**src/hdl/pses_pkg.sv**
```systemverilog
package pses_pkg;

    // Widths that the stream ports fix.
    localparam int CH_WIDTH       = 8;
    localparam int OUT_WIDTH      = 32;
    localparam int ERR_WIDTH      = 2;
    localparam int M_TDATA_WIDTH  = 40;

    // Defaults for the top-level parameters.
    localparam int DEF_STACK_DEPTH = 32;
    localparam int DEF_VALUE_WIDTH = 32;

    // Depth of the queue between the front and back parts.
    localparam int QUEUE_DEPTH = 2;

    // Characters with a meaning of their own.
    localparam logic [CH_WIDTH-1:0] CHAR_ZERO  = 8'h30;
    localparam logic [CH_WIDTH-1:0] CHAR_NINE  = 8'h39;
    localparam logic [CH_WIDTH-1:0] CHAR_PLUS  = 8'h2B;
    localparam logic [CH_WIDTH-1:0] CHAR_MINUS = 8'h2D;
    localparam logic [CH_WIDTH-1:0] CHAR_OPEN  = 8'h28;
    localparam logic [CH_WIDTH-1:0] CHAR_CLOSE = 8'h29;

    localparam logic [3:0] DECIMAL_BASE = 4'd10;

    // Character kinds as the front part classifies them.
    localparam logic [2:0] KIND_DIGIT = 3'd0;
    localparam logic [2:0] KIND_PLUS  = 3'd1;
    localparam logic [2:0] KIND_MINUS = 3'd2;
    localparam logic [2:0] KIND_OPEN  = 3'd3;
    localparam logic [2:0] KIND_CLOSE = 3'd4;
    localparam logic [2:0] KIND_OTHER = 3'd5;

    // Error codes reported with each result.
    localparam logic [ERR_WIDTH-1:0] ERR_NONE      = 2'd0;
    localparam logic [ERR_WIDTH-1:0] ERR_OVERFLOW  = 2'd1;
    localparam logic [ERR_WIDTH-1:0] ERR_UNMATCHED = 2'd2;
    localparam logic [ERR_WIDTH-1:0] ERR_UNCLOSED  = 2'd3;

    // One classified character as it waits in the queue.
    typedef struct packed {
        logic [2:0] kind;
        logic [3:0] digit;
        logic       last;
    } item_t;

endpackage

```
**src/hdl/pses_ram.sv**
```systemverilog
module pses_ram #(
    parameter int WIDTH = 33,
    parameter int DEPTH = 32
) (
    input  logic                                 aclk,
    input  logic                                 we,
    input  logic [(DEPTH > 1 ? $clog2(DEPTH) : 1)-1:0] waddr,
    input  logic [WIDTH-1:0]                     wdata,
    input  logic                                 re,
    input  logic [(DEPTH > 1 ? $clog2(DEPTH) : 1)-1:0] raddr,
    output logic [WIDTH-1:0]                     rdata
);

    logic [WIDTH-1:0] mem [DEPTH];
    logic [WIDTH-1:0] rdata_reg;

    always_ff @(posedge aclk) begin
        if (we) begin
            mem[waddr] <= wdata;
        end
        if (re) begin
            rdata_reg <= mem[raddr];
        end
    end

    assign rdata = rdata_reg;

endmodule

```
**src/hdl/pses_front.sv**
```systemverilog
module pses_front (
    input  logic [pses_pkg::CH_WIDTH-1:0] ch,
    input  logic                          last,
    output pses_pkg::item_t               item
);

    logic [pses_pkg::CH_WIDTH-1:0] ch_off;

    assign ch_off = ch - pses_pkg::CHAR_ZERO;

    always_comb begin
        item.last  = last;
        item.digit = ch_off[3:0];
        if (ch >= pses_pkg::CHAR_ZERO && ch <= pses_pkg::CHAR_NINE) begin
            item.kind = pses_pkg::KIND_DIGIT;
        end else if (ch == pses_pkg::CHAR_PLUS) begin
            item.kind = pses_pkg::KIND_PLUS;
        end else if (ch == pses_pkg::CHAR_MINUS) begin
            item.kind = pses_pkg::KIND_MINUS;
        end else if (ch == pses_pkg::CHAR_OPEN) begin
            item.kind = pses_pkg::KIND_OPEN;
        end else if (ch == pses_pkg::CHAR_CLOSE) begin
            item.kind = pses_pkg::KIND_CLOSE;
        end else begin
            item.kind = pses_pkg::KIND_OTHER;
        end
    end

endmodule

```
**src/hdl/pses_queue.sv**
```systemverilog
module pses_queue (
    input  logic            aclk,
    input  logic            aresetn,
    input  logic            push,
    input  pses_pkg::item_t push_item,
    output logic            not_full,
    input  logic            pop,
    output logic            head_valid,
    output pses_pkg::item_t head
);

    localparam int DEPTH = pses_pkg::QUEUE_DEPTH;
    localparam int PW    = (DEPTH > 1) ? $clog2(DEPTH) : 1;
    localparam int CW    = $clog2(DEPTH + 1);

    pses_pkg::item_t slot_reg [DEPTH];
    logic [PW-1:0]   wptr_reg, wptr_next;
    logic [PW-1:0]   rptr_reg, rptr_next;
    logic [CW-1:0]   fill_reg, fill_next;
    logic            do_push, do_pop;

    assign not_full   = (fill_reg != CW'(DEPTH));
    assign head_valid = (fill_reg != '0);
    assign head       = slot_reg[rptr_reg];
    assign do_push    = push && not_full;
    assign do_pop     = pop && head_valid;

    always_comb begin
        wptr_next = wptr_reg;
        rptr_next = rptr_reg;
        fill_next = fill_reg;
        if (do_push) begin
            wptr_next = (wptr_reg == PW'(DEPTH - 1)) ? '0 : wptr_reg + 1'b1;
        end
        if (do_pop) begin
            rptr_next = (rptr_reg == PW'(DEPTH - 1)) ? '0 : rptr_reg + 1'b1;
        end
        if (do_push && !do_pop) begin
            fill_next = fill_reg + 1'b1;
        end else if (do_pop && !do_push) begin
            fill_next = fill_reg - 1'b1;
        end
    end

    always_ff @(posedge aclk) begin
        if (!aresetn) begin
            wptr_reg <= '0;
            rptr_reg <= '0;
            fill_reg <= '0;
        end else begin
            wptr_reg <= wptr_next;
            rptr_reg <= rptr_next;
            fill_reg <= fill_next;
        end
    end

    always_ff @(posedge aclk) begin
        if (do_push) begin
            slot_reg[wptr_reg] <= push_item;
        end
    end

endmodule

```
**src/hdl/pses_back.sv**
```systemverilog
module pses_back #(
    parameter int STACK_DEPTH = pses_pkg::DEF_STACK_DEPTH,
    parameter int VALUE_WIDTH = pses_pkg::DEF_VALUE_WIDTH
) (
    input  logic                           aclk,
    input  logic                           aresetn,
    input  logic                           head_valid,
    input  pses_pkg::item_t                head,
    output logic                           pop,
    input  logic                           res_ready,
    output logic                           res_valid,
    output logic [pses_pkg::OUT_WIDTH-1:0] res_value,
    output logic [pses_pkg::ERR_WIDTH-1:0] res_error
);

    localparam int AW = (STACK_DEPTH > 1) ? $clog2(STACK_DEPTH) : 1;
    localparam int CW = $clog2(STACK_DEPTH + 1);
    localparam int FW = VALUE_WIDTH + 1;
    localparam int OW = pses_pkg::OUT_WIDTH;
    localparam int EW = pses_pkg::ERR_WIDTH;

    function automatic logic [VALUE_WIDTH-1:0] neg_if(input logic [VALUE_WIDTH-1:0] v,
                                                      input logic n);
        return n ? ('0 - v) : v;
    endfunction

    // Issue stage: stack depth and error tracking, read of the frame to pop.
    logic [CW-1:0] cnt_reg, cnt_next;
    logic [EW-1:0] err_reg, err_next;
    logic          is_full, is_empty, push_ok, pop_ok, ovf, unm;
    logic [CW-1:0] cnt_step, cnt_dec;
    logic [EW-1:0] err_step, err_final;

    // Execute stage.
    logic                   b_valid_reg, b_valid_next;
    logic [2:0]             b_kind_reg;
    logic [3:0]             b_digit_reg;
    logic                   b_last_reg;
    logic                   b_push_reg;
    logic                   b_pop_reg;
    logic [AW-1:0]          b_waddr_reg;
    logic [EW-1:0]          b_err_reg;
    logic                   byp_reg;
    logic [FW-1:0]          byp_frame_reg;

    logic [VALUE_WIDTH-1:0] pend_reg, pend_next;
    logic [VALUE_WIDTH-1:0] sum_reg, sum_next;
    logic                   sign_reg, sign_next;

    logic                   stall, fire;
    logic [VALUE_WIDTH-1:0] fold, pend_x10, pend_step, sum_step, res_sum;
    logic                   sign_step;
    logic [FW-1:0]          ram_rdata, frame, wr_frame;
    logic [AW-1:0]          raddr;
    logic                   ram_we, ram_re;
    logic [OW-1:0]          res_ext;

    logic                   out_valid_reg, out_valid_next;
    logic [OW-1:0]          out_value_reg;
    logic [EW-1:0]          out_error_reg;

    // ---------------- issue stage ----------------
    assign stall = b_valid_reg && b_last_reg && out_valid_reg && !res_ready;
    assign fire  = b_valid_reg && !stall;
    assign pop   = head_valid && !stall;

    assign is_full  = (cnt_reg == CW'(STACK_DEPTH));
    assign is_empty = (cnt_reg == '0);
    assign push_ok  = (head.kind == pses_pkg::KIND_OPEN) && !is_full;
    assign ovf      = (head.kind == pses_pkg::KIND_OPEN) && is_full;
    assign pop_ok   = (head.kind == pses_pkg::KIND_CLOSE) && !is_empty;
    assign unm      = (head.kind == pses_pkg::KIND_CLOSE) && is_empty;
    assign cnt_dec  = cnt_reg - 1'b1;
    assign raddr    = cnt_dec[AW-1:0];

    always_comb begin
        if (push_ok) begin
            cnt_step = cnt_reg + 1'b1;
        end else if (pop_ok) begin
            cnt_step = cnt_dec;
        end else begin
            cnt_step = cnt_reg;
        end

        // The first error of an expression is the one reported.
        if (err_reg != pses_pkg::ERR_NONE) begin
            err_step = err_reg;
        end else if (ovf) begin
            err_step = pses_pkg::ERR_OVERFLOW;
        end else if (unm) begin
            err_step = pses_pkg::ERR_UNMATCHED;
        end else begin
            err_step = pses_pkg::ERR_NONE;
        end

        if (err_step == pses_pkg::ERR_NONE && cnt_step != '0) begin
            err_final = pses_pkg::ERR_UNCLOSED;
        end else begin
            err_final = err_step;
        end

        cnt_next = cnt_reg;
        err_next = err_reg;
        if (pop) begin
            if (head.last) begin
                cnt_next = '0;
                err_next = pses_pkg::ERR_NONE;
            end else begin
                cnt_next = cnt_step;
                err_next = err_step;
            end
        end
    end

    always_ff @(posedge aclk) begin
        if (!aresetn) begin
            cnt_reg <= '0;
            err_reg <= pses_pkg::ERR_NONE;
        end else begin
            cnt_reg <= cnt_next;
            err_reg <= err_next;
        end
    end

    // ---------------- frame store ----------------
    assign fold     = sum_reg + neg_if(pend_reg, sign_reg);
    assign wr_frame = {sign_reg, fold};
    assign ram_we   = fire && b_push_reg;
    assign ram_re   = pop && pop_ok;

    pses_ram #(
        .WIDTH (FW),
        .DEPTH (STACK_DEPTH)
    ) u_frames (
        .aclk  (aclk),
        .we    (ram_we),
        .waddr (b_waddr_reg),
        .wdata (wr_frame),
        .re    (ram_re),
        .raddr (raddr),
        .rdata (ram_rdata)
    );

    // A frame pushed in the same cycle as its read is forwarded from here.
    always_ff @(posedge aclk) begin
        if (pop) begin
            b_kind_reg    <= head.kind;
            b_digit_reg   <= head.digit;
            b_last_reg    <= head.last;
            b_push_reg    <= push_ok;
            b_pop_reg     <= pop_ok;
            b_waddr_reg   <= cnt_reg[AW-1:0];
            b_err_reg     <= err_final;
            byp_reg       <= ram_we && (b_waddr_reg == raddr);
            byp_frame_reg <= wr_frame;
        end
    end

    assign b_valid_next = pop || (b_valid_reg && stall);

    // ---------------- execute stage ----------------
    assign frame    = byp_reg ? byp_frame_reg : ram_rdata;
    assign pend_x10 = (pend_reg << 3) + (pend_reg << 1);

    always_comb begin
        pend_step = '0;
        sum_step  = fold;
        sign_step = sign_reg;
        case (b_kind_reg)
            pses_pkg::KIND_DIGIT: begin
                pend_step = pend_x10 + VALUE_WIDTH'(b_digit_reg);
                sum_step  = sum_reg;
            end
            pses_pkg::KIND_PLUS: begin
                sign_step = 1'b0;
            end
            pses_pkg::KIND_MINUS: begin
                sign_step = 1'b1;
            end
            pses_pkg::KIND_OPEN: begin
                if (b_push_reg) begin
                    sum_step  = '0;
                    sign_step = 1'b0;
                end
            end
            pses_pkg::KIND_CLOSE: begin
                if (b_pop_reg) begin
                    sum_step = frame[VALUE_WIDTH-1:0] + neg_if(fold, frame[VALUE_WIDTH]);
                end
            end
            default: begin
            end
        endcase
    end

    assign res_sum = sum_step + neg_if(pend_step, sign_step);

    generate
        if (VALUE_WIDTH >= OW) begin : g_trunc
            assign res_ext = res_sum[OW-1:0];
        end else begin : g_sext
            assign res_ext = {{(OW - VALUE_WIDTH){res_sum[VALUE_WIDTH-1]}}, res_sum};
        end
    endgenerate

    always_comb begin
        pend_next = pend_reg;
        sum_next  = sum_reg;
        sign_next = sign_reg;
        if (fire) begin
            if (b_last_reg) begin
                pend_next = '0;
                sum_next  = '0;
                sign_next = 1'b0;
            end else begin
                pend_next = pend_step;
                sum_next  = sum_step;
                sign_next = sign_step;
            end
        end
    end

    always_comb begin
        out_valid_next = out_valid_reg && !res_ready;
        if (fire && b_last_reg) begin
            out_valid_next = 1'b1;
        end
    end

    always_ff @(posedge aclk) begin
        if (!aresetn) begin
            b_valid_reg   <= 1'b0;
            pend_reg      <= '0;
            sum_reg       <= '0;
            sign_reg      <= 1'b0;
            out_valid_reg <= 1'b0;
        end else begin
            b_valid_reg   <= b_valid_next;
            pend_reg      <= pend_next;
            sum_reg       <= sum_next;
            sign_reg      <= sign_next;
            out_valid_reg <= out_valid_next;
        end
    end

    always_ff @(posedge aclk) begin
        if (fire && b_last_reg) begin
            out_value_reg <= res_ext;
            out_error_reg <= b_err_reg;
        end
    end

    assign res_valid = out_valid_reg;
    assign res_value = out_value_reg;
    assign res_error = out_error_reg;

endmodule

```
**src/hdl/paren_sum_expression_evaluator_unit.sv**
```systemverilog
// A final beat passes the queue, the execute stage registers and the output register.
// Throughput: one character beat per cycle unless a final character waits on a result
// not yet taken; the frame store's single read port and the execute stage set that rate.
// Reset: aresetn is synchronous and active low; it empties the queue, clears the
// running sum, pending number, sign, frame count and error, and drops m_tvalid.
module paren_sum_expression_evaluator_unit #(
    parameter int STACK_DEPTH = pses_pkg::DEF_STACK_DEPTH,
    parameter int VALUE_WIDTH = pses_pkg::DEF_VALUE_WIDTH
) (
    input  logic                               aclk,
    input  logic                               aresetn,

    input  logic                               s_tvalid,
    output logic                               s_tready,
    // s_tdata: [7:0] ch
    input  logic [pses_pkg::CH_WIDTH-1:0]      s_tdata,
    input  logic                               s_tlast,

    output logic                               m_tvalid,
    input  logic                               m_tready,
    // m_tdata: [31:0] value, [33:32] error, [39:34] zero
    output logic [pses_pkg::M_TDATA_WIDTH-1:0] m_tdata
);

    // The front part classifies each character as it arrives and writes it
    // into a short queue. The back part pops one entry per cycle while not
    // stalled: its issue stage tracks the frame count and the first error of
    // the expression and starts the read of the frame that a close parenthesis
    // needs, and its execute stage folds numbers into the running sum. A frame
    // pushed by the execute stage in the same cycle as it is read is forwarded.

    pses_pkg::item_t                 front_item;
    pses_pkg::item_t                 head;
    logic                            q_not_full;
    logic                            head_valid;
    logic                            pop;
    logic [pses_pkg::OUT_WIDTH-1:0]  res_value;
    logic [pses_pkg::ERR_WIDTH-1:0]  res_error;

    pses_front u_front (
        .ch   (s_tdata),
        .last (s_tlast),
        .item (front_item)
    );

    // A beat is accepted whenever the queue has a free slot.
    assign s_tready = q_not_full;

    pses_queue u_queue (
        .aclk       (aclk),
        .aresetn    (aresetn),
        .push       (s_tvalid),
        .push_item  (front_item),
        .not_full   (q_not_full),
        .pop        (pop),
        .head_valid (head_valid),
        .head       (head)
    );

    // The back part only holds still when a final character meets a result
    // that has not yet been taken.
    pses_back #(
        .STACK_DEPTH (STACK_DEPTH),
        .VALUE_WIDTH (VALUE_WIDTH)
    ) u_back (
        .aclk       (aclk),
        .aresetn    (aresetn),
        .head_valid (head_valid),
        .head       (head),
        .pop        (pop),
        .res_ready  (m_tready),
        .res_valid  (m_tvalid),
        .res_value  (res_value),
        .res_error  (res_error)
    );

    assign m_tdata = {
        {(pses_pkg::M_TDATA_WIDTH - pses_pkg::OUT_WIDTH - pses_pkg::ERR_WIDTH){1'b0}},
        res_error,
        res_value
    };

endmodule

```
**config.mk**
```make
export PLATFORM = sky130hd
export DESIGN_NAME = paren_sum_expression_evaluator_unit
export DESIGN_NICKNAME = d
export VERILOG_FILES = /design/src/hdl/pses_pkg.sv /design/src/hdl/pses_ram.sv /design/src/hdl/pses_front.sv /design/src/hdl/pses_queue.sv /design/src/hdl/pses_back.sv /design/src/hdl/paren_sum_expression_evaluator_unit.sv
export SDC_FILE = /design/constraint.sdc
export NUM_CORES = 2
export LEC_CHECK = 0
export BUFFER_PORTS_ARGS = -buffer_cell sky130_fd_sc_hd__buf_2
export CORE_ASPECT_RATIO = 0.75
export CORE_MARGIN = 2
export CORE_UTILIZATION = 40
export CTS_BUF_LIST = sky130_fd_sc_hd__clkbuf_4
export DETAILED_ROUTE_END_ITERATION = 6
export PLACE_DENSITY = 0.66
export SYNTH_ARGS = -nofsm -noshare
export SYNTH_HDL_FRONTEND = slang
export SYNTH_SLANG_ARGS = --single-unit
```
**constraint.sdc**
```tcl
create_clock -name aclk -period 26.6 [get_ports aclk]
set_input_delay 2.66 -clock aclk [delete_from_list [all_inputs] [get_ports aclk]]
set_output_delay 2.66 -clock aclk [all_outputs]
set_load 0.005 [all_outputs]
```
Word-level counts from Yosys, hierarchy flattened --
Memory sizes are Yosys's and may differ from the RTL's. A register that Yosys moved wholly into a read port is not among the register bits. Cells that the tools add are included.
Storage, ports and cells: output and inout bits 42, RAM bits 1072, bits in read-only memories 0, memories kept 2, bits in latches 0, logic and storage cells 124, flip-flop bits (word level) 164
Operators by class: divide/modulo/power cells 0, reductions and logical operators 35, $add $sub $neg 15, bitwise gates (word level) 0, magnitude comparators 2, multiplexer cells 36, shift operators 0, equal/unequal tests 13, multipliers 0
Memories:
- u_back.u_frames.mem | words 32, bits a word 33, read ports 1, clocked after memory_dff 1, wr ports 1, line pses_ram.sv:14 | logic [WIDTH-1:0] mem [DEPTH];
- u_queue.slot_reg | words 2, bits a word 8, read ports 1, clocked after memory_dff 1, wr ports 1, line pses_queue.sv:16 | pses_pkg::item_t slot_reg [DEPTH];
Operators by type and width (count):
- 32-bit two-way mux | 8
- 32-bit adder | 4
- 32-bit case mux with 3 select lines | 1
- 1-bit by 32-bit subtractor with 32-bit output (first input constant) | 3
- 33-bit two-way mux | 1
- 32-bit by 4-bit adder with 32-bit output | 1
- 8-bit by 6-bit == test with 1-bit output (second input constant) | 4
- 1-bit logical AND | 21
- 6-bit two-way mux | 3
- 1-bit two-way mux | 12
- 2-bit two-way mux | 6
- 3-bit two-way mux | 4
- 3-bit by 2-bit == test with 1-bit output (second input constant) | 3
- 8-bit by 6-bit greater-or-equal comparator with 1-bit output (second input constant) | 1
- 8-bit by 6-bit <= comparator with 1-bit output (second input constant) | 1
- 6-bit by 1-bit adder with 6-bit output (second input constant) | 1
- 3-bit == test (second input constant) | 2
- 6-bit == test (second input constant) | 1
- 1-bit zero test | 6
- 6-bit zero test | 1
- 2-bit nonzero test | 3
- 6-bit nonzero test | 1
- 6-bit by 1-bit subtractor with 6-bit output (second input constant) | 1
- 5-bit == test | 1
- 10 further kinds | 11

Logic depth before layout (Yosys ltp) --
word-level depth 9, gate-level depth with buffers 39

Cells and area by module --
A second synthesis with hierarchy kept.
Unflattened totals: cell total of the unflattened synthesis 4259, area total of the unflattened synthesis 58730.1 µm²
By module, submodules not included:
- pses_ram | area an instance 42144.2 µm², times used 1, seq. area each 32701.4 µm², cells an instance 2332
- pses_back | area an instance 15577.4 µm², times used 1, seq. area each 4053.9 µm², cells an instance 1846
- pses_queue | area an instance 809.5 µm², times used 1, seq. area each 580.6 µm², cells an instance 50
- pses_front | area an instance 150.1 µm², times used 1, seq. area each 0.0 µm², cells an instance 24
- paren_sum_expression_evaluator_unit | area an instance 48.8 µm², times used 1, seq. area each 0.0 µm², cells an instance 7

Least setup slack after synthesis --
OpenSTA, ideal clock, no wires.
path kind register -> register, from register u_back.pend_reg[2], to register u_back.out_value_reg[31] (netlist: u_back.res_value[31]) (data pin), arrival time 8537 ps, slack 17804 ps, stages on the path, launching flop included 36, path buffers 1, setup time 259 ps, cells stage by stage dfxtp_1 -> nor4_1 -> nand4_1 -> or3_1 -> o31ai_1 -> xnor2_1 -> ha_1 -> clkbuf_1 -> nand2_1 -> o21ai_1 -> mux2_2 -> a311oi_1 -> or4_1 -> nor2_1 -> nand2_1 -> nand2_1 -> xnor2_1 -> ha_1 -> a21oi_1 -> nor2b_1 -> o21ai_0 -> nand2b_1 -> nor2_1 -> xnor2_1 -> mux2i_1 -> o21ai_0 -> ha_1 -> inv_1 -> o21bai_1 -> a21o_1 -> a21oi_1 -> o31ai_1 -> a21oi_1 -> xnor2_1 -> xnor2_1 -> xnor2_1
Between the ends: word-level cells in the longest chain between the ends 9, elaborated cells between the ends (all ways) 15, those cells by class add/sub: 8; mux: 7
RTL lines:
- start: declaration | line pses_back.sv:46 | logic [VALUE_WIDTH-1:0] pend_reg, pend_next;
- start signal: assignment | line pses_back.sv:239 | pend_reg <= pend_next;
- 1-bit by 32-bit subtractor with 32-bit output | line pses_back.sv:24 | return n ? ('0 - v) : v;
- 32-bit two-way mux * | line pses_back.sv:24
- 32-bit adder * | line pses_back.sv:126 | assign fold = sum_reg + neg_if(pend_reg, sign_reg);
- via u_back.fold[21] | line pses_back.sv:51 | logic [VALUE_WIDTH-1:0] fold, pend_x10, pend_step, sum_step, res_sum;
- 1-bit by 32-bit subtractor with 32-bit output | line pses_back.sv:24
- 32-bit two-way mux | line pses_back.sv:24
- 32-bit adder | line pses_back.sv:188 | sum_step = frame[VALUE_WIDTH-1:0] + neg_if(fold, frame[VALUE_WIDTH]);
- 32-bit two-way mux | line pses_back.sv:187 | if (b_pop_reg) begin
- 32-bit case mux with 3 select lines * | line pses_back.sv:169 | case (b_kind_reg)
- 32-bit adder * | line pses_back.sv:196 | assign res_sum = sum_step + neg_if(pend_step, sign_step);
- via u_back.res_ext[31] | line pses_back.sv:56 | logic [OW-1:0] res_ext;
- end signal: assignment | line pses_back.sv:248 | out_value_reg <= res_ext;
- end: declaration | line pses_back.sv:59 | logic [OW-1:0] out_value_reg;
The timed path passes the listed nets; every way through them passes the cells marked *. A chain may end at the register's enable or synchronous reset.

Worst setup path after layout --
from register u_back.pend_reg[2], to register u_back.out_value_reg[31] (netlist: u_back.res_value[31]) (data pin)
Between the ends: word-level cells in the longest chain between the ends 9, elaborated cells between the ends (all ways) 15, those cells by class add/sub: 8; mux: 7
RTL lines (line):
- 1-bit by 32-bit subtractor with 32-bit output | pses_back.sv:24
- 32-bit two-way mux | pses_back.sv:24
- 32-bit adder | pses_back.sv:126
- 1-bit by 32-bit subtractor with 32-bit output | pses_back.sv:24
- 32-bit two-way mux | pses_back.sv:24
- 32-bit adder | pses_back.sv:188
- 32-bit two-way mux | pses_back.sv:187
- 32-bit case mux with 3 select lines | pses_back.sv:169
- 32-bit adder * | pses_back.sv:196
- via u_back.res_ext[31] | pses_back.sv:56
Marks and branches as above.

==> flow_summary.json <==
{
  "finalMaxSlewViolations": 0,
  "synthSimpleGateAreaFrac": 0.0580,
  "synth_top_area_share": 0.620,
  "num-nets-final": 4005,
  "async_flop_share": 0,
  "clock-sinks": 1270,
  "fin_crit_ps": 9880,
  "outcome": "finished clean",
  "yosysMostFrequentCell": "edfxtp_1",
  "worst_pin_slew_ps": 1180,
  "synth_xor_xnor_area_share": 0.0306,
  "p_per_area_mw_per_mm2": 67.3,
  "wl_met2_um": 63200,
  "clkLatencyLatePin_ps": 1250,
  "dr.max_layer_used": "met5",
  "place_worst_setup_slack_ps": 16910,
  "cp-end-kind": "register",
  "total_leakage_power_nw": 22.1,
  "post-route-util": 0.453,
  "yosys_most_used_dff": "edfxtp_1",
  "timing.critical_path.mode_cell": "xnor2_1",
  "synth_compound_area_frac": 0.0661,
  "wl_met3_um": 15200,
  "dp_hpwl_um": 85700,
  "ys_ff_latch": 1270,
  "postRouteWirelength_um": 148000,
  "synth_area_leaders": "edfxtp_1, mux4_2, ha_1",
  "r2r_slack_ps": 16720,
  "final_hold_viol_count": 0,
  "grt_overflow_total": 0,
  "first_iter_violations": 4454,
  "setup_slack_ps": 16720,
  "ys_types": 80,
  "worstHoldStart": "u_back.b_err_reg[0]",
  "core_area_sq_mm": 0.143,
  "fillers": 12418,
  "postSynthAreaPerCell_sq_um": 16.3,
  "synthTopCellsByCount": "edfxtp_1, mux4_2, nand2_1",
  "setup_viol": 0,
  "yosysSeqAreaShare": 0.648,
  "whs_path_depth": 0,
  "synthMuxAreaShare": 0.145,
  "rsz0062_at_grt": "false",
  "largest_register_ffs": 1056,
  "fmax_mhz": 101,
  "area_delta_synth_final_pct": 12.3,
  "setup_tns_ps": 0,
  "multi_input_area_sq_mm": 0.0199,
  "via_per_inst": 5.77,
  "finalWeightedCongestion": 0.889,
  "start_util": 0.403,
  "dieArea_sq_mm": 0.147,
  "ctsLongestPathBuffers": 4,
  "critPathArrivalTime_ps": 10810,
  "cp-start-kind": "register",
  "synth_area_sq_mm": 0.0576,
  "post_cts_buffers": 0,
  "grt_max_degree": 138,
  "r2r_start": "u_back.pend_reg[2]",
  "holdBufCountCts": 0,
  "path_max_fanout": 36,
  "port_buffers": 48,
  "io_pins": 55,
  "hold_path.class": "reg2reg",
  "fp.dieW_um": 442,
  "route.vias.total": 34312,
  "ant_nets": 0,
  "netlist_instances": 3526,
  "seq_area_sq_mm": 0.0373,
  "wl_per_cell_um": 24.8,
  "synth_fa_ha_area_frac": 0.0365,
  "post_cts_resized": 0,
  "synth-edff-count": 1190,
  "cts_tree": "built",
  "finClkSkew_ps": 140,
  "reg2regPathDepth": 34,
  "grt_pass1_wl_um": 218000,
  "fp.dieH_um": 333,
  "layout-drive-gt1-share": 0.273,
  "min_period_over_period": 0.371,
  "synth_area_leader_cell": "edfxtp_1",
  "cts_root_buf": "clkbuf_4",
  "maxCapViolCount": 0,
  "relSlewSlack": 0.216,
  "path_class": "reg2reg",
  "worstPathRequired_ps": 27530,
  "synth_top_family_by_area": "multiplexers",
  "ir_drop_v": 0.0000500,
  "detail_route.first_pass.iterations": 6,
  "clkTransAtPathRegs_ps": 60,
  "slowest_delay_ps": 850,
  "rows": 120,
  "hold-path-endpoint": "u_back.res_error[0]",
  "r2r-end": "u_back.res_value[31]",
  "drc_errors": 0,
  "numCtsBuffers": 320,
  "htreeDepth": 5,
  "grt_pass1_vias": 33559,
  "antenna_found_initial": 4,
  "grt_usage": 0.198,
  "wl_met1_um": 66100,
  "synth_warnings": 0,
  "slowest_stage": "nor4_1"
}
## metrics by stage
step                      hold slack (ps)  power, mW  cells  instance area, sq um
after floorplan                       400       2.62   3531                 57600
after global placement                462       2.77   5396                 60800
after detailed placement              433       2.78   5396                 60800
after CTS                             426       4.39   5941                 64700
after global routing                  445       4.54   5943                 64700
final                                 436       4.35   5948                 64700
## cells in the final DEF (no fill, tap or decap), types with 82 or more instances in the layout
master | Yosys | layout
xnor2_1 | 133 | 123
edfxtp_1 | 1190 | 1190
buf_4 | 6 | 82
a21oi_1 | 136 | 136
o21ai_0 | 132 | 132
clkbuf_4 | 0 | 461
ha_1 | 160 | 159
nand2_1 | 165 | 164
mux4_2 | 330 | 330
nor2_1 | 157 | 122
## worst max path at each step
| stage | from | slack (ps) | depth (start not counted) | end |
|---|---|---|---|---|
| after floorplan | u_back.pend_reg[2] | 17800 | 35 | u_back.res_value[31] |
| after global placement | u_back.pend_reg[2] | 17030 | 34 | u_back.res_value[31] |
| after detailed placement | u_back.pend_reg[2] | 16910 | 34 | u_back.res_value[31] |
| after CTS | u_back.pend_reg[2] | 16910 | 34 | u_back.res_value[31] |
| after global routing | u_back.pend_reg[2] | 15860 | 34 | u_back.res_value[31] |
| final | u_back.pend_reg[2] | 16720 | 34 | u_back.res_value[31] |
## final cells by class
class / count / area share
tap: 1891 / 0.0366
multi-input combinational: 2031 / 0.308
inverter: 72 / 0.00418
clock buffer: 461 / 0.0535
clock inverter: 84 / 0.00675
timing repair buffer: 132 / 0.0138
sequential: 1270 / 0.577
antenna: 7 / 0.000271
## where the power goes
group / internal (mW) / switching (mW)
Combinational: 0.169 / 0.290
Clock: 0.833 / 0.783
Sequential: 2.24 / 0.0342
## per-layer routing
layer | global-route usage | up-vias
met5 | 0.00324 | -
met4 | 0.0597 | 4
met3 | 0.0503 | 207
met2 | 0.281 | 1744
met1 | 0.300 | 17421
li1 | - | 14936
## worst max-delay path: cells and delay by family, from the launching register on
kind	cells	cell delay [ps]
AOI/OAI and AO/OA	13	3490
xor gates and xnor gates	6	800
adders and majority gates	3	1120
buffers and inverters	1	100
DFF	1	410
and+or+nand+nor	11	3710
## kinds of logic after synthesis
family | Yosys count
buffers and inverters | 230
other | 1
xor gates and xnor gates | 201
DFF | 1270
AOI/OAI and AO/OA | 580
and+or+nand+nor | 664
adders and majority gates | 165
muxes | 415
No activity file was read; power rests on OpenSTA's default activity.
